## config.mk

```make
export PLATFORM = sky130hd
export DESIGN_NAME = switch_command_frame_parser_core
export DESIGN_NICKNAME = d
export VERILOG_FILES = /design/src/rtl/scfp_pkg.sv /design/src/rtl/switch_command_frame_parser_core.sv /design/src/rtl/scfp_front.sv /design/src/rtl/scfp_fifo.sv /design/src/rtl/scfp_back.sv
export VERILOG_INCLUDE_DIRS = /design/src /design/src/rtl
export SDC_FILE = /design/constraint.sdc
export NUM_CORES = 1
export LEC_CHECK = 0
export BUFFER_PORTS_ARGS = -buffer_cell sky130_fd_sc_hd__buf_2
export CORE_ASPECT_RATIO = 1.75
export CORE_MARGIN = 2
export CORE_UTILIZATION = 50
export CTS_CLUSTER_SIZE = 40
export DETAILED_ROUTE_END_ITERATION = 10
export HOLD_SLACK_MARGIN = 0.06
export PLACE_DENSITY = 0.68
export RECOVER_POWER = 100
export SYNTH_ARGS = -nofsm -noshare
export SYNTH_HDL_FRONTEND = slang
export SYNTH_SLANG_ARGS = --single-unit
```

## constraint.sdc

```tcl
create_clock -name clk -period 10.9 [get_ports clk]
set_input_delay 0.545 -clock clk [delete_from_list [all_inputs] [get_ports clk]]
set_output_delay 0.545 -clock clk [all_outputs]
set_load 0.03 [all_outputs]
```

## src/rtl/switch_command_frame_parser_core_defines.svh

```systemverilog
// Assertion macros shared by the switch command frame parser RTL.
// Each macro expands to one labeled concurrent assertion, clocked on the
// rising edge and disabled while reset is asserted.
`ifndef SWITCH_COMMAND_FRAME_PARSER_CORE_DEFINES_SVH
`define SWITCH_COMMAND_FRAME_PARSER_CORE_DEFINES_SVH

// Same-cycle implication: when ante holds, cons holds in that cycle.
`define SCFP_ASSERT_IMPLIES(label, clk, rst_n, ante, cons, msg) \
    label: assert property (@(posedge clk) disable iff (!rst_n) (ante) |-> (cons)) \
        else $error(msg);

// Next-cycle implication: when ante holds, cons holds in the next cycle.
`define SCFP_ASSERT_NEXT(label, clk, rst_n, ante, cons, msg) \
    label: assert property (@(posedge clk) disable iff (!rst_n) (ante) |=> (cons)) \
        else $error(msg);

`endif

```

## src/rtl/scfp_pkg.sv

```systemverilog
// ----------------------------------------------------------------------------
// scfp_pkg
// Byte codes, status and group codes, and the frame descriptor type shared
// by the parser front end, the descriptor queue and the decode back end.
// ----------------------------------------------------------------------------
package scfp_pkg;

    // Default receive buffer size, in data bytes
    localparam int BUFFER_BYTES_DEFAULT = 64;

    // Depth of the queue between front and back (power of two)
    localparam int QUEUE_DEPTH = 2;

    // Framing bytes
    localparam logic [7:0] SYNC_BYTE     = 8'h56;
    localparam logic [7:0] PREAMBLE_BYTE = 8'hAA;
    localparam logic [7:0] CMD_HI_FLOOR  = 8'hF0;
    localparam logic [7:0] END_BYTE      = 8'hCC;
    localparam logic [7:0] ZERO_BYTE     = 8'h00;

    // Command high bytes per target group
    localparam logic [7:0] CMD_HI_USB = 8'hF1;
    localparam logic [7:0] CMD_HI_SD  = 8'hF2;
    localparam logic [7:0] CMD_HI_HUB = 8'hF3;
    localparam logic [7:0] CMD_HI_AUX = 8'hF4;

    // Command low bytes
    localparam logic [7:0] CMD_LO_ENABLE  = 8'h01;
    localparam logic [7:0] CMD_LO_DISABLE = 8'h02;

    // Frame status codes
    localparam logic [1:0] STATUS_OK       = 2'd0;
    localparam logic [1:0] STATUS_BAD_SYNC = 2'd1;
    localparam logic [1:0] STATUS_BAD_CMD  = 2'd2;
    localparam logic [1:0] STATUS_ZERO_DAT = 2'd3;

    // Target group codes
    localparam logic [2:0] GRP_NONE = 3'd0;
    localparam logic [2:0] GRP_USB  = 3'd1;
    localparam logic [2:0] GRP_SD   = 3'd2;
    localparam logic [2:0] GRP_HUB  = 3'd3;
    localparam logic [2:0] GRP_AUX  = 3'd4;

    // Index limits
    localparam logic [7:0] USB_INDEX_MAX   = 8'd30;
    localparam logic [7:0] SMALL_INDEX_MAX = 8'd3;
    localparam logic [7:0] USB_PER_HUB     = 8'd10;

    // x / 10 == (x * 205) >> 11 for every 8-bit x
    localparam logic [7:0] DIV10_MUL   = 8'd205;
    localparam int         DIV10_SHIFT = 11;

    // One finished frame, as handed from front to back
    typedef struct packed {
        logic [1:0]  status;
        logic [15:0] cmd;
        logic [7:0]  first_data;
        logic [6:0]  count;
    } frame_desc_t;

endpackage

```

## src/rtl/switch_command_frame_parser_core.sv

```systemverilog
// ----------------------------------------------------------------------------
// switch_command_frame_parser_core
// Parses received bytes into switch command frames and reports one result
// per frame, completed or rejected.
// ----------------------------------------------------------------------------
// Usage: push one received byte per cycle while full is low; every byte is
// taken by the byte parser as it is accepted. A byte that ends a frame (the
// closing 0xCC, or any byte that rejects the frame) places a frame
// descriptor into a two-entry queue; the decode stage moves it into the
// result register once that is free or being popped, and it waits on the
// result ports while empty is low. A result popped each cycle frees the
// register for the next one in the same cycle, so results also flow at one
// per cycle. full rises only when the queue holds two frames that have
// not moved on because results are not popped. No clearing pass after reset.
// ----------------------------------------------------------------------------
module switch_command_frame_parser_core
    import scfp_pkg::*;
#(
    parameter int BUFFER_BYTES = BUFFER_BYTES_DEFAULT
)
(
    input  logic        clk,
    input  logic        rst_n,
    input  logic        push,
    output logic        full,
    input  logic [7:0]  rx_byte,
    output logic        empty,
    input  logic        pop,
    output logic [1:0]  frame_status,
    output logic [15:0] command_code,
    output logic [2:0]  target_group,
    output logic [7:0]  switch_index,
    output logic        switch_enable,
    output logic        index_in_range,
    output logic [7:0]  hub_number,
    output logic [6:0]  data_count
);

    logic        byte_accept;
    logic        front_valid;
    frame_desc_t front_desc;
    frame_desc_t queue_desc;
    logic        queue_empty;
    logic        queue_take;

    assign byte_accept = push && !full;

    // Byte parser
    scfp_front #(
        .BUFFER_BYTES(BUFFER_BYTES)
    ) u_front (
        .clk        (clk),
        .rst_n      (rst_n),
        .byte_valid (byte_accept),
        .rx_byte    (rx_byte),
        .desc_valid (front_valid),
        .desc       (front_desc)
    );

    // Frame descriptor queue
    scfp_fifo u_fifo (
        .clk     (clk),
        .rst_n   (rst_n),
        .wr_en   (front_valid),
        .wr_data (front_desc),
        .rd_en   (queue_take),
        .rd_data (queue_desc),
        .full    (full),
        .empty   (queue_empty)
    );

    // Decode and result register
    scfp_back u_back (
        .clk            (clk),
        .rst_n          (rst_n),
        .desc_valid     (!queue_empty),
        .desc           (queue_desc),
        .desc_take      (queue_take),
        .pop            (pop),
        .empty          (empty),
        .frame_status   (frame_status),
        .command_code   (command_code),
        .target_group   (target_group),
        .switch_index   (switch_index),
        .switch_enable  (switch_enable),
        .index_in_range (index_in_range),
        .hub_number     (hub_number),
        .data_count     (data_count)
    );

endmodule

```

## src/rtl/scfp_front.sv

```systemverilog
// ----------------------------------------------------------------------------
// scfp_front
// Byte-level frame parser. Takes one byte per accept and emits a frame
// descriptor on the byte that ends a frame, good or rejected.
// ----------------------------------------------------------------------------
module scfp_front
    import scfp_pkg::*;
#(
    parameter int BUFFER_BYTES = BUFFER_BYTES_DEFAULT
)
(
    input  logic        clk,
    input  logic        rst_n,
    input  logic        byte_valid,
    input  logic [7:0]  rx_byte,
    output logic        desc_valid,
    output frame_desc_t desc
);

    // Data count saturates at the buffer size, capped by the 7-bit count
    localparam logic [6:0] CountCap = (BUFFER_BYTES > 127) ? 7'd127 : 7'(BUFFER_BYTES);

    typedef enum logic [4:0] {
        ST_SYNC     = 5'b00001,
        ST_PREAMBLE = 5'b00010,
        ST_CMD_HI   = 5'b00100,
        ST_CMD_LO   = 5'b01000,
        ST_DATA     = 5'b10000
    } parse_state_t;

    parse_state_t step_reg, step_next;
    logic [15:0]  cmd_reg, cmd_next;
    logic [7:0]   first_reg, first_next;
    logic [6:0]   count_reg, count_next;
    logic [15:0]  cmd_word;

    assign cmd_word = {cmd_reg[15:8], rx_byte};

    // Parse step and frame end detection
    always_comb
    begin
        step_next  = step_reg;
        cmd_next   = cmd_reg;
        first_next = first_reg;
        count_next = count_reg;
        desc_valid = 1'b0;
        desc       = '0;
        if (byte_valid)
        begin
            case (step_reg)
                ST_PREAMBLE:
                begin
                    if (rx_byte != PREAMBLE_BYTE)
                    begin
                        desc_valid  = 1'b1;
                        desc.status = STATUS_BAD_SYNC;
                        step_next   = ST_SYNC;
                        cmd_next    = '0;
                        first_next  = '0;
                        count_next  = '0;
                    end
                    else
                    begin
                        step_next = ST_CMD_HI;
                    end
                end
                ST_CMD_HI:
                begin
                    if (rx_byte <= CMD_HI_FLOOR)
                    begin
                        desc_valid  = 1'b1;
                        desc.status = STATUS_BAD_CMD;
                        step_next   = ST_SYNC;
                        cmd_next    = '0;
                        first_next  = '0;
                        count_next  = '0;
                    end
                    else
                    begin
                        cmd_next  = {rx_byte, ZERO_BYTE};
                        step_next = ST_CMD_LO;
                    end
                end
                ST_CMD_LO:
                begin
                    // zero command cannot follow a valid high byte; checked anyway
                    if (cmd_word == 16'h0000)
                    begin
                        desc_valid  = 1'b1;
                        desc.status = STATUS_BAD_CMD;
                        step_next   = ST_SYNC;
                        cmd_next    = '0;
                        first_next  = '0;
                        count_next  = '0;
                    end
                    else
                    begin
                        cmd_next   = cmd_word;
                        first_next = '0;
                        count_next = '0;
                        step_next  = ST_DATA;
                    end
                end
                ST_DATA:
                begin
                    if (rx_byte == END_BYTE)
                    begin
                        desc_valid      = 1'b1;
                        desc.status     = STATUS_OK;
                        desc.cmd        = cmd_reg;
                        desc.first_data = first_reg;
                        desc.count      = count_reg;
                        step_next       = ST_SYNC;
                        cmd_next        = '0;
                        first_next      = '0;
                        count_next      = '0;
                    end
                    else if (rx_byte == ZERO_BYTE)
                    begin
                        desc_valid  = 1'b1;
                        desc.status = STATUS_ZERO_DAT;
                        desc.count  = count_reg;
                        step_next   = ST_SYNC;
                        cmd_next    = '0;
                        first_next  = '0;
                        count_next  = '0;
                    end
                    else if (count_reg < CountCap)
                    begin
                        // bytes past the buffer size are dropped
                        if (count_reg == 7'd0)
                        begin
                            first_next = rx_byte;
                        end
                        count_next = count_reg + 7'd1;
                    end
                end
                default:
                begin
                    // waiting for sync
                    cmd_next   = '0;
                    first_next = '0;
                    count_next = '0;
                    if (rx_byte != SYNC_BYTE)
                    begin
                        desc_valid  = 1'b1;
                        desc.status = STATUS_BAD_SYNC;
                        step_next   = ST_SYNC;
                    end
                    else
                    begin
                        step_next = ST_PREAMBLE;
                    end
                end
            endcase
        end
    end

    // Parser state
    always_ff @(posedge clk or negedge rst_n)
    begin
        if (!rst_n)
        begin
            step_reg  <= ST_SYNC;
            cmd_reg   <= '0;
            first_reg <= '0;
            count_reg <= '0;
        end
        else
        begin
            step_reg  <= step_next;
            cmd_reg   <= cmd_next;
            first_reg <= first_next;
            count_reg <= count_next;
        end
    end

endmodule

```

## src/rtl/scfp_fifo.sv

```systemverilog
// ----------------------------------------------------------------------------
// scfp_fifo
// Short descriptor queue between the parser front end and the decode back
// end, so either side can stall without stopping the other.
// ----------------------------------------------------------------------------
`include "switch_command_frame_parser_core_defines.svh"

module scfp_fifo
    import scfp_pkg::*;
(
    input  logic        clk,
    input  logic        rst_n,
    input  logic        wr_en,
    input  frame_desc_t wr_data,
    input  logic        rd_en,
    output frame_desc_t rd_data,
    output logic        full,
    output logic        empty
);

    localparam int PtrW = (QUEUE_DEPTH > 1) ? $clog2(QUEUE_DEPTH) : 1;
    localparam int CntW = $clog2(QUEUE_DEPTH + 1);
    localparam logic [CntW-1:0] DepthCnt = CntW'(QUEUE_DEPTH);

    frame_desc_t         entry_reg [QUEUE_DEPTH];
    logic [PtrW-1:0]     wr_ptr_reg;
    logic [PtrW-1:0]     rd_ptr_reg;
    logic [CntW-1:0]     count_reg;
    logic [CntW-1:0]     count_next;

    assign full    = (count_reg == DepthCnt);
    assign empty   = (count_reg == '0);
    assign rd_data = entry_reg[rd_ptr_reg];

    // Occupancy
    always_comb
    begin
        count_next = count_reg;
        case ({wr_en, rd_en})
            2'b10:   count_next = count_reg + CntW'(1);
            2'b01:   count_next = count_reg - CntW'(1);
            default: count_next = count_reg;
        endcase
    end

    // Pointers wrap naturally, depth is a power of two
    always_ff @(posedge clk or negedge rst_n)
    begin
        if (!rst_n)
        begin
            wr_ptr_reg <= '0;
            rd_ptr_reg <= '0;
            count_reg  <= '0;
        end
        else
        begin
            if (wr_en)
            begin
                wr_ptr_reg <= wr_ptr_reg + PtrW'(1);
            end
            if (rd_en)
            begin
                rd_ptr_reg <= rd_ptr_reg + PtrW'(1);
            end
            count_reg <= count_next;
        end
    end

    // Entry storage
    always_ff @(posedge clk)
    begin
        if (wr_en)
        begin
            entry_reg[wr_ptr_reg] <= wr_data;
        end
    end

    `SCFP_ASSERT_IMPLIES(a_no_write_full, clk, rst_n, wr_en, !full, "write into full queue")
    `SCFP_ASSERT_IMPLIES(a_no_read_empty, clk, rst_n, rd_en, !empty, "read from empty queue")
    `SCFP_ASSERT_IMPLIES(a_count_bound, clk, rst_n, 1'b1, count_reg <= DepthCnt, "count overflow")
    `SCFP_ASSERT_NEXT(a_drain, clk, rst_n, rd_en && !wr_en, count_reg == $past(count_reg) - CntW'(1), "count not decremented")

endmodule

```

## src/rtl/scfp_back.sv

```systemverilog
// ----------------------------------------------------------------------------
// scfp_back
// Decodes a frame descriptor into the switch action and holds the result
// in an output register until it is popped.
// ----------------------------------------------------------------------------
module scfp_back
    import scfp_pkg::*;
(
    input  logic        clk,
    input  logic        rst_n,
    input  logic        desc_valid,
    input  frame_desc_t desc,
    output logic        desc_take,
    input  logic        pop,
    output logic        empty,
    output logic [1:0]  frame_status,
    output logic [15:0] command_code,
    output logic [2:0]  target_group,
    output logic [7:0]  switch_index,
    output logic        switch_enable,
    output logic        index_in_range,
    output logic [7:0]  hub_number,
    output logic [6:0]  data_count
);

    logic        out_valid_reg;
    logic [1:0]  status_reg;
    logic [15:0] cmd_reg;
    logic [2:0]  group_reg;
    logic [7:0]  index_reg;
    logic        enable_reg;
    logic        in_range_reg;
    logic [7:0]  hub_reg;
    logic [6:0]  count_reg;

    logic [7:0]  cmd_hi;
    logic [7:0]  cmd_lo;
    logic        known_cmd;
    logic [2:0]  group_next;
    logic [7:0]  index_next;
    logic        enable_next;
    logic        in_range_next;
    logic [7:0]  hub_next;
    logic [7:0]  idx_less1;
    logic [15:0] div_prod;
    logic [7:0]  usb_hub;

    assign cmd_hi = desc.cmd[15:8];
    assign cmd_lo = desc.cmd[7:0];
    assign known_cmd = (cmd_hi >= CMD_HI_USB) && (cmd_hi <= CMD_HI_AUX)
                    && ((cmd_lo == CMD_LO_ENABLE) || (cmd_lo == CMD_LO_DISABLE));

    // Usb hub: (index - 1) / 10 + 1, index zero maps to hub one
    assign idx_less1 = desc.first_data - 8'd1;
    assign div_prod  = {8'd0, idx_less1} * {8'd0, DIV10_MUL};
    assign usb_hub   = (desc.first_data == 8'd0) ? 8'd1
                     : (8'(div_prod[15:DIV10_SHIFT]) + 8'd1);

    // Switch action decode
    always_comb
    begin
        group_next    = GRP_NONE;
        index_next    = '0;
        enable_next   = 1'b0;
        in_range_next = 1'b0;
        hub_next      = '0;
        if (known_cmd)
        begin
            group_next  = cmd_hi[2:0];
            enable_next = (cmd_lo == CMD_LO_ENABLE);
            index_next  = desc.first_data;
            case (cmd_hi[2:0])
                GRP_USB:
                begin
                    in_range_next = (desc.first_data >= 8'd1)
                                 && (desc.first_data <= USB_INDEX_MAX);
                    hub_next      = enable_next ? usb_hub : 8'd0;
                end
                GRP_HUB:
                begin
                    in_range_next = 1'b1;
                    hub_next      = enable_next ? desc.first_data : 8'd0;
                    index_next    = enable_next ? desc.first_data : 8'd0;
                end
                default:
                begin
                    // sd and aux
                    in_range_next = (desc.first_data >= 8'd1)
                                 && (desc.first_data <= SMALL_INDEX_MAX);
                    hub_next      = enable_next ? desc.first_data : 8'd0;
                end
            endcase
        end
    end

    // Take a descriptor when the output register is free or being popped
    assign desc_take = desc_valid && (!out_valid_reg || pop);

    always_ff @(posedge clk or negedge rst_n)
    begin
        if (!rst_n)
        begin
            out_valid_reg <= 1'b0;
        end
        else if (desc_take)
        begin
            out_valid_reg <= 1'b1;
        end
        else if (pop)
        begin
            out_valid_reg <= 1'b0;
        end
    end

    // Result payload
    always_ff @(posedge clk)
    begin
        if (desc_take)
        begin
            status_reg   <= desc.status;
            cmd_reg      <= desc.cmd;
            group_reg    <= group_next;
            index_reg    <= index_next;
            enable_reg   <= enable_next;
            in_range_reg <= in_range_next;
            hub_reg      <= hub_next;
            count_reg    <= desc.count;
        end
    end

    assign empty          = !out_valid_reg;
    assign frame_status   = status_reg;
    assign command_code   = cmd_reg;
    assign target_group   = group_reg;
    assign switch_index   = index_reg;
    assign switch_enable  = enable_reg;
    assign index_in_range = in_range_reg;
    assign hub_number     = hub_reg;
    assign data_count     = count_reg;

endmodule

```

==> impl_metrics.toml, run 1 <==
[job]
cap_violations = 6

[logic_synthesis]
yosys_register_bits = 153
yosys_warnings = 0
synth-main-ff-cell = "edfxtp_1"
synth_area_leaders = "edfxtp_1 43%, dfrtp_1 13%, ha_1 7.4%"
syn_inst = 634
syn_nets = 702
synth-edff-count = 112
syn_area_sq_mm = 0.00778
ys_async_sr_fraction = 0.268
ys_types = 71
synth_top_area_frac = 0.432
ys_seq_area_frac = 0.564
yosys.area.top_type = "edfxtp_1"
syn_avg_cell_area_sq_um = 12.3

[min_path]
holdPathStages = 2
hp-class = "input port to register"
holdPathEnd = "u_back.out_valid_reg"
hold_start = "pop"

[setup_path]
cp_top_family = "adder cells"
crit_slowest_cell = "clkbuf_1"
critPathCaptureType = "register"
crit_top_cell = "inv_1"
crit_path_max_incr_delay_ps = 1780
rrSetupSlack_ps = 2440
timing.rr.end = "u_back.hub_number[4]"
crit_path_start_kind = "register"
r2r_cells = 25
critical_path.reg2reg.startpoint = "u_fifo.rd_ptr_reg"
critPathBufInv = 7
path_class = "register to register"
critPathArrivalTime_ps = 8600
cp_data_required_time_ps = 11040
crit_fanout = 38

[timing]
fin_skew_ps = 12.9
holdWs_ps = 329
timing.final.ws_setup_ps = 2440
period_share = 0.776
rsz0062_at_grt = "false"
fmax_mhz = 118
relSlewSlack = -0.836
maxSlewViolCount = 215
worst_slew_pin_slew_ps = 2750
layout_min_cycle_time_ps = 8460
hold_violations = 0
tns_ps = 0
setup_viol = 0

[place]
globalplace.congestion = 0.885
port_buffers = 59
dpl_worst_slack_ps = 4110
place_hpwl_microns = 12300
place_inst = 867

[route]
drtAntennaViolNets = 0
drt_first_pass_iters = 4
dr_total_vias = 4982
drt_first_iter_violations = 210
drc = 0
avgRoutedWirePerCell_microns = 18.2
routed_wl_microns = 16400
viasPerCell = 5.54

[clock_network]
post_cts_buffers = 0
cts_buffers = 17
clkLatencyLatePin_ps = 420
clk_root_buffer_cell = "clkbuf_16"
cts_tree = "done"
clock_sinks = 153
cts_hold_buf = 0
htreeDepth = 4
clock_path_buffers = 2
ctsResizeCount = 0
clkTransAtPathRegs_ps = 60

[global_routing]
grt-ovfl-total = 0
grt_pass1_wl_microns = 26300
antenna_found_initial = 0
grt_use_total = 0.206
grt_pass1_vias = 5226
grt_max_degree = 49

[floorplanning]
die-area_sq_mm = 0.0166
rows = 60
num_io_pins = 60
initial_core_util = 0.508
core-area_sq_mm = 0.0153
die_h_microns = 169
die_x_microns = 98.3

[layout]
instances_no_fill = 899
nNetsFinal = 768
drive_above_1_share = 0.112
num_antenna_cells = 0
largest_register_ffs = 66
syn_to_final_growth_pct = 12.5

[run_status]
status = "complete, but fails checks"
violations = "capacitance limit, slew limit"
==> final cells by class <==
type	count	area, sq um
Fill cell	1318	6560
Timing Repair Buffer	65	259
Sequential cell	153	4390
Clock inverter	14	156
Tap cell	186	233
Multi-Input combinational cell	412	3090
Clock buffer	18	429
Inverter	51	191
==> worst max path at each step <==
stage | from | end | slack (ps) | cells past startpoint
final | u_fifo.rd_ptr_reg | u_back.hub_number[4] | 2440 | 25
after detailed placement | u_fifo.rd_ptr_reg | u_back.hub_number[4] | 4110 | 25
after CTS | u_fifo.rd_ptr_reg | u_back.hub_number[4] | 4080 | 25
after global placement | u_fifo.rd_ptr_reg | u_back.hub_number[4] | 4310 | 25
after global routing | u_fifo.rd_ptr_reg | u_back.hub_number[4] | 1890 | 25
after floorplan | u_fifo.rd_ptr_reg | u_back.hub_number[4] | 5290 | 25
==> layout by cell type, fill, tap and decap left out, types with 18 or more instances in the layout <==
cell type / n
ha_1: 46
nor2_1: 39
nand2_1: 58
dfrtp_1: 39
and2_0: 31
clkbuf_1: 56
mux2_2: 18
edfxtp_1: 112
o21ai_0: 42
inv_1: 49
==> metrics by stage <==
stage	util	area, sq um
3_5_place_dp	0.541	8280
6_report	0.572	8750
2_1_floorplan	-	7780
5_1_grt	0.572	8750
4_1_cts	0.579	8860
3_3_place_gp	0.541	8280
==> cell usage after synthesis (all sizes together) (2+ instances only) <==
cell / n
a31o: 2
nor4bb: 3
a211oi: 2
nor4: 7
mux2i: 11
clkbuf: 12
and4: 3
mux2: 23
o22ai: 2
buf: 6
nand3: 13
and2: 33
o211ai: 2
fa: 10
a31oi: 2
xnor2: 15
xor2: 15
nand4: 4
a21oi: 16
ha: 46
o21ai: 42
nand2b: 6
nor3b: 2
o31ai: 7
nor2b: 2
a21o: 9
nor2: 41
inv: 51
dfrtp: 40
or4: 3
and4b: 2
edfxtp: 112
nor3: 8
or2: 2
nand2: 58
and3: 3
==> cells by family (layout without fill, tap and decap cells) <==
kind of cell    count (synthesis)  count (layout)  share of synthesized area
compound gates                 97              97                     0.0788
fa+ha+maj                      56              56                     0.0997
buf+inv                        69             148                     0.0367
xor+xnor                       30              30                     0.0357
simple gates                  195             195                      0.130
flops                         153             153                      0.564
mux                            34              34                     0.0553
==> routing by layer <==
metal	vias to the layer above	share of wire	track usage	wire, microns
met3	43	0.034	0.0396	551
met5	-	0	0	0
met1	2415	0.35	0.202	5760
met2	126	0.58	0.400	9460
met4	0	0.038	0.106	627
li1	2398	-	-	-
Power of run 1 is not shown: default switching activity piles up to over one toggle a cycle in this logic, so the estimate is an artifact.
==> inputs of run 2 (changes only) <==
==> constraint.sdc (replaced) <==
create_clock -name clk -period 8 [get_ports clk]
set_input_delay 0.4 -clock clk [delete_from_list [all_inputs] [get_ports clk]]
set_output_delay 0.4 -clock clk [all_outputs]
set_load 0.03 [all_outputs]
==> impl_metrics.toml, run 2 (synthesis gave the netlist of run 1 again) <==
[setup_path]
crit_path_max_incr_delay_ps = 820
crit_path_start_kind = "register"
crit_slowest_cell = "dfrtp_1"
crit_top_cell = "inv_1"
critPathArrivalTime_ps = 7070
crit_fanout = 31
cp_top_family = "adder cells"
cp_data_required_time_ps = 8150
path_class = "register to register"
critPathCaptureType = "register"
critPathBufInv = 7

[timing]
worst_slew_pin_slew_ps = 2740
rsz0062_at_grt = "false"
setup_viol = 0
hold_violations = 0
fmax_mhz = 144
relSlewSlack = -0.829
layout_min_cycle_time_ps = 6930
period_share = 0.866
maxSlewViolCount = 176
tns_ps = 0
fin_skew_ps = 13.0

[global_routing]
grt_pass1_vias = 5313
grt_use_total = 0.205
grt_max_degree = 49
antenna_found_initial = 0
grt-ovfl-total = 0
grt_pass1_wl_microns = 26500

[route]
dr_total_vias = 4987
avgRoutedWirePerCell_microns = 17.7
drt_first_iter_violations = 238
routed_wl_microns = 16000
drtAntennaViolNets = 0
drt_first_pass_iters = 4
viasPerCell = 5.53
drc = 0

[layout]
syn_to_final_growth_pct = 12.7
layout_commonest_cell = "edfxtp_1"
n_fill_cell = 1330
fin_area_sq_mm = 0.00877
regArea_sq_mm = 0.00439
largest_register_ffs = 66
final_cell_mix = "112 x edfxtp_1, 58 x nand2_1, 55 x clkbuf_1"
nNetsFinal = 770
final_util = 0.573
drive_above_1_share = 0.116
num_antenna_cells = 0
multiInputGateArea_sq_mm = 0.00310

[floorplanning]
core-area_sq_mm = 0.0153
die_x_microns = 98.3
num_io_pins = 60
die_h_microns = 169
die-area_sq_mm = 0.0166
initial_core_util = 0.508
rows = 60

[clock_network]
clkTransAtPathRegs_ps = 70
ctsResizeCount = 0
cts_hold_buf = 0
clock_path_buffers = 2
htreeDepth = 4
cts_buffers = 17
post_cts_buffers = 0
clk_root_buffer_cell = "clkbuf_16"
clkLatencyLatePin_ps = 420
clock_sinks = 153
cts_tree = "done"

[place]
place_hpwl_microns = 12000
globalplace.congestion = 0.895
port_buffers = 59
dpl_cell_area_sq_mm = 0.00829

[run_status]
violations = "capacitance limit, slew limit"
status = "complete, but fails checks"

[min_path]
hp-class = "input port to register"

[job]
cap_violations = 5
[run 2: through the flow]
stage	worst slack (ps)	hold WS [ps]	cells
floorplan	2390	104	634
global placement	1530	453	869
detailed placement	1380	463	869
CTS	1380	135	901
global route	634	169	901
finish	1070	173	901
[run 2: layer usage]
metal  vias to the layer above  wire length (microns)  track usage
met5                         -                      0            0
met4                         0                    436       0.0768
met3                        31                    534       0.0351
met2                       117                   9230        0.400
met1                      2437                   5790        0.214
li1                       2402                      -            -
[run 2: layout make-up]
type	count	share of cell area
Clock inverter	14	0.0171
Timing Repair Buffer	67	0.0317
Tap cell	186	0.0265
Clock buffer	18	0.0489
Sequential cell	153	0.501
Multi-Input combinational cell	412	0.353
Inverter	51	0.0218
[run 2: worst paths after layout]
check | startpoint | endpoint | slack [ps] | cells past startpoint
min | pop | u_back.out_valid_reg | 170 | 2
max | u_fifo.rd_ptr_reg | u_back.hub_number[4] | 1070 | 25
max in group asynchronous | rst_n | u_fifo.rd_ptr_reg | 6080 | 1
min reg2reg | u_front.first_reg[2] | u_front.first_reg[2] | 470 | 2
min in group asynchronous | rst_n | u_front.count_reg[4] | 630 | 1
max reg2reg | u_fifo.rd_ptr_reg | u_back.hub_number[4] | 1070 | 25
Power of run 2 is left out for the same reason.
==> inputs of run 3 (changes only) <==
--- a/config.mk
+++ b/config.mk
@@ -8,7 +8,6 @@
 export LEC_CHECK = 0
 export BUFFER_PORTS_ARGS = -buffer_cell sky130_fd_sc_hd__buf_2
 export CORE_ASPECT_RATIO = 1.75
-export CORE_MARGIN = 2
 export CORE_UTILIZATION = 50
 export CTS_CLUSTER_SIZE = 40
 export DETAILED_ROUTE_END_ITERATION = 10
==> impl_metrics.toml, run 3 (synthesis gave the netlist of run 1 again) <==
[layout]
multiInputGateArea_sq_mm = 0.00309
num_antenna_cells = 0
n_fill_cell = 1305
drive_above_1_share = 0.113
fin_area_sq_mm = 0.00879
regArea_sq_mm = 0.00439
final_cell_mix = "112 x edfxtp_1, 58 x nand2_1, 55 x clkbuf_1"
layout_commonest_cell = "edfxtp_1"
syn_to_final_growth_pct = 12.9
largest_register_ffs = 66
nNetsFinal = 770

[timing]
maxSlewViolCount = 208
period_share = 0.824
setup_viol = 0
worst_slew_pin_slew_ps = 2670
holdWs_ps = 173
hold_violations = 0
relSlewSlack = -0.780
fin_skew_ps = 12.6
layout_min_cycle_time_ps = 6590
tns_ps = 0
rsz0062_at_grt = "false"
fmax_mhz = 152
timing.final.ws_setup_ps = 1410

[global_routing]
grt_pass1_wl_microns = 26200
grt_pass1_vias = 5233
grt_use_total = 0.223
antenna_found_initial = 0
grt_max_degree = 48
grt-ovfl-total = 0

[setup_path]
path_cells = "mux2i_1 > and4_1 > nand2_1 > xnor2_1 > inv_1 > ha_1 > inv_1 > fa_1 > inv_1 > fa_1 > inv_1 > fa_1 > inv_1 > ha_1 > a21o_1 > a22oi_1 > o211ai_1 > a21oi_1 > xnor2_1 > ha_1 > nand2_1 > nor2_1 > xnor2_1 > o2bb2ai_1"
path_class = "register to register"
critical_path.reg2reg.startpoint = "u_fifo.rd_ptr_reg"
startpoint = "u_fifo.rd_ptr_reg"
critPathArrivalTime_ps = 6750
crit_path_max_incr_delay_ps = 830
crit_slowest_cell = "dfrtp_1"
critPathBufInv = 5
critPathCaptureType = "register"
crit_top_cell = "inv_1"
crit_path_start_kind = "register"
cp_top_family = "adder cells"
cp_data_required_time_ps = 8150
crit_fanout = 10

[place]
port_buffers = 59
dpl_cell_area_sq_mm = 0.00829
place_hpwl_microns = 12300
dpl_worst_slack_ps = 1740
globalplace.congestion = 0.877

[route]
routed.top_layer = "met4"
met2RoutedLength_microns = 9620
wl_met3_microns = 590
wl_met1_microns = 5870
drc = 0
avgRoutedWirePerCell_microns = 18.3
drtAntennaViolNets = 0
dr_total_vias = 5014
viasPerCell = 5.56
drt_first_iter_violations = 237
routed_wl_microns = 16500
drt_first_pass_iters = 4

[job]
cap_violations = 6

[run_status]
status = "complete, but fails checks"
violations = "capacitance limit, slew limit"

[clock_network]
clkLatencyLatePin_ps = 420
post_cts_buffers = 0
clock_path_buffers = 2
ctsResizeCount = 0
cts_buffers = 17
cts_tree = "done"
htreeDepth = 4
clkTransAtPathRegs_ps = 70
clock_sinks = 153
cts_hold_buf = 0
clk_root_buffer_cell = "clkbuf_16"

[floorplanning]
die_h_microns = 167
core-area_sq_mm = 0.0153
die-area_sq_mm = 0.0161
die_x_microns = 96.3
initial_core_util = 0.508
num_io_pins = 60
rows = 60

[min_path]
hp-class = "input port to register"
hold_start = "pop"
==> run 3: final timing paths <==
path,to,slack [ps],cells after the start
min reg2reg,u_front.first_reg[1],470,2
max in group asynchronous,u_fifo.rd_ptr_reg,6070,1
max reg2reg,u_back.hub_number[4],1410,24
min in group asynchronous,u_front.count_reg[4],640,1
min,u_back.out_valid_reg,170,2
max,u_back.hub_number[4],1410,24
==> run 3: cell type report <==
cell class | count | share of cell area
flip-flops and latches | 153 | 0.500
clock inverters | 15 | 0.0208
repair buffers | 67 | 0.0312
well taps | 186 | 0.0265
clock buffers | 17 | 0.0484
inverters | 51 | 0.0218
multi-input cells | 412 | 0.352
==> run 3: through the flow <==
stage | utilization | std cells
2_1_floorplan | - | 634
3_3_place_gp | 0.542 | 869
3_5_place_dp | 0.542 | 869
4_1_cts | 0.581 | 901
5_1_grt | 0.574 | 901
6_report | 0.574 | 901
==> run 3: layer usage <==
| layer | vias up | global-route usage |
|---|---|---|
| met4 | 0 | 0.0761 |
| li1 | 2405 | - |
| met1 | 2446 | 0.223 |
| met2 | 126 | 0.426 |
| met3 | 37 | 0.0562 |
| met5 | - | 0 |
Power of run 3 is left out for the same reason.
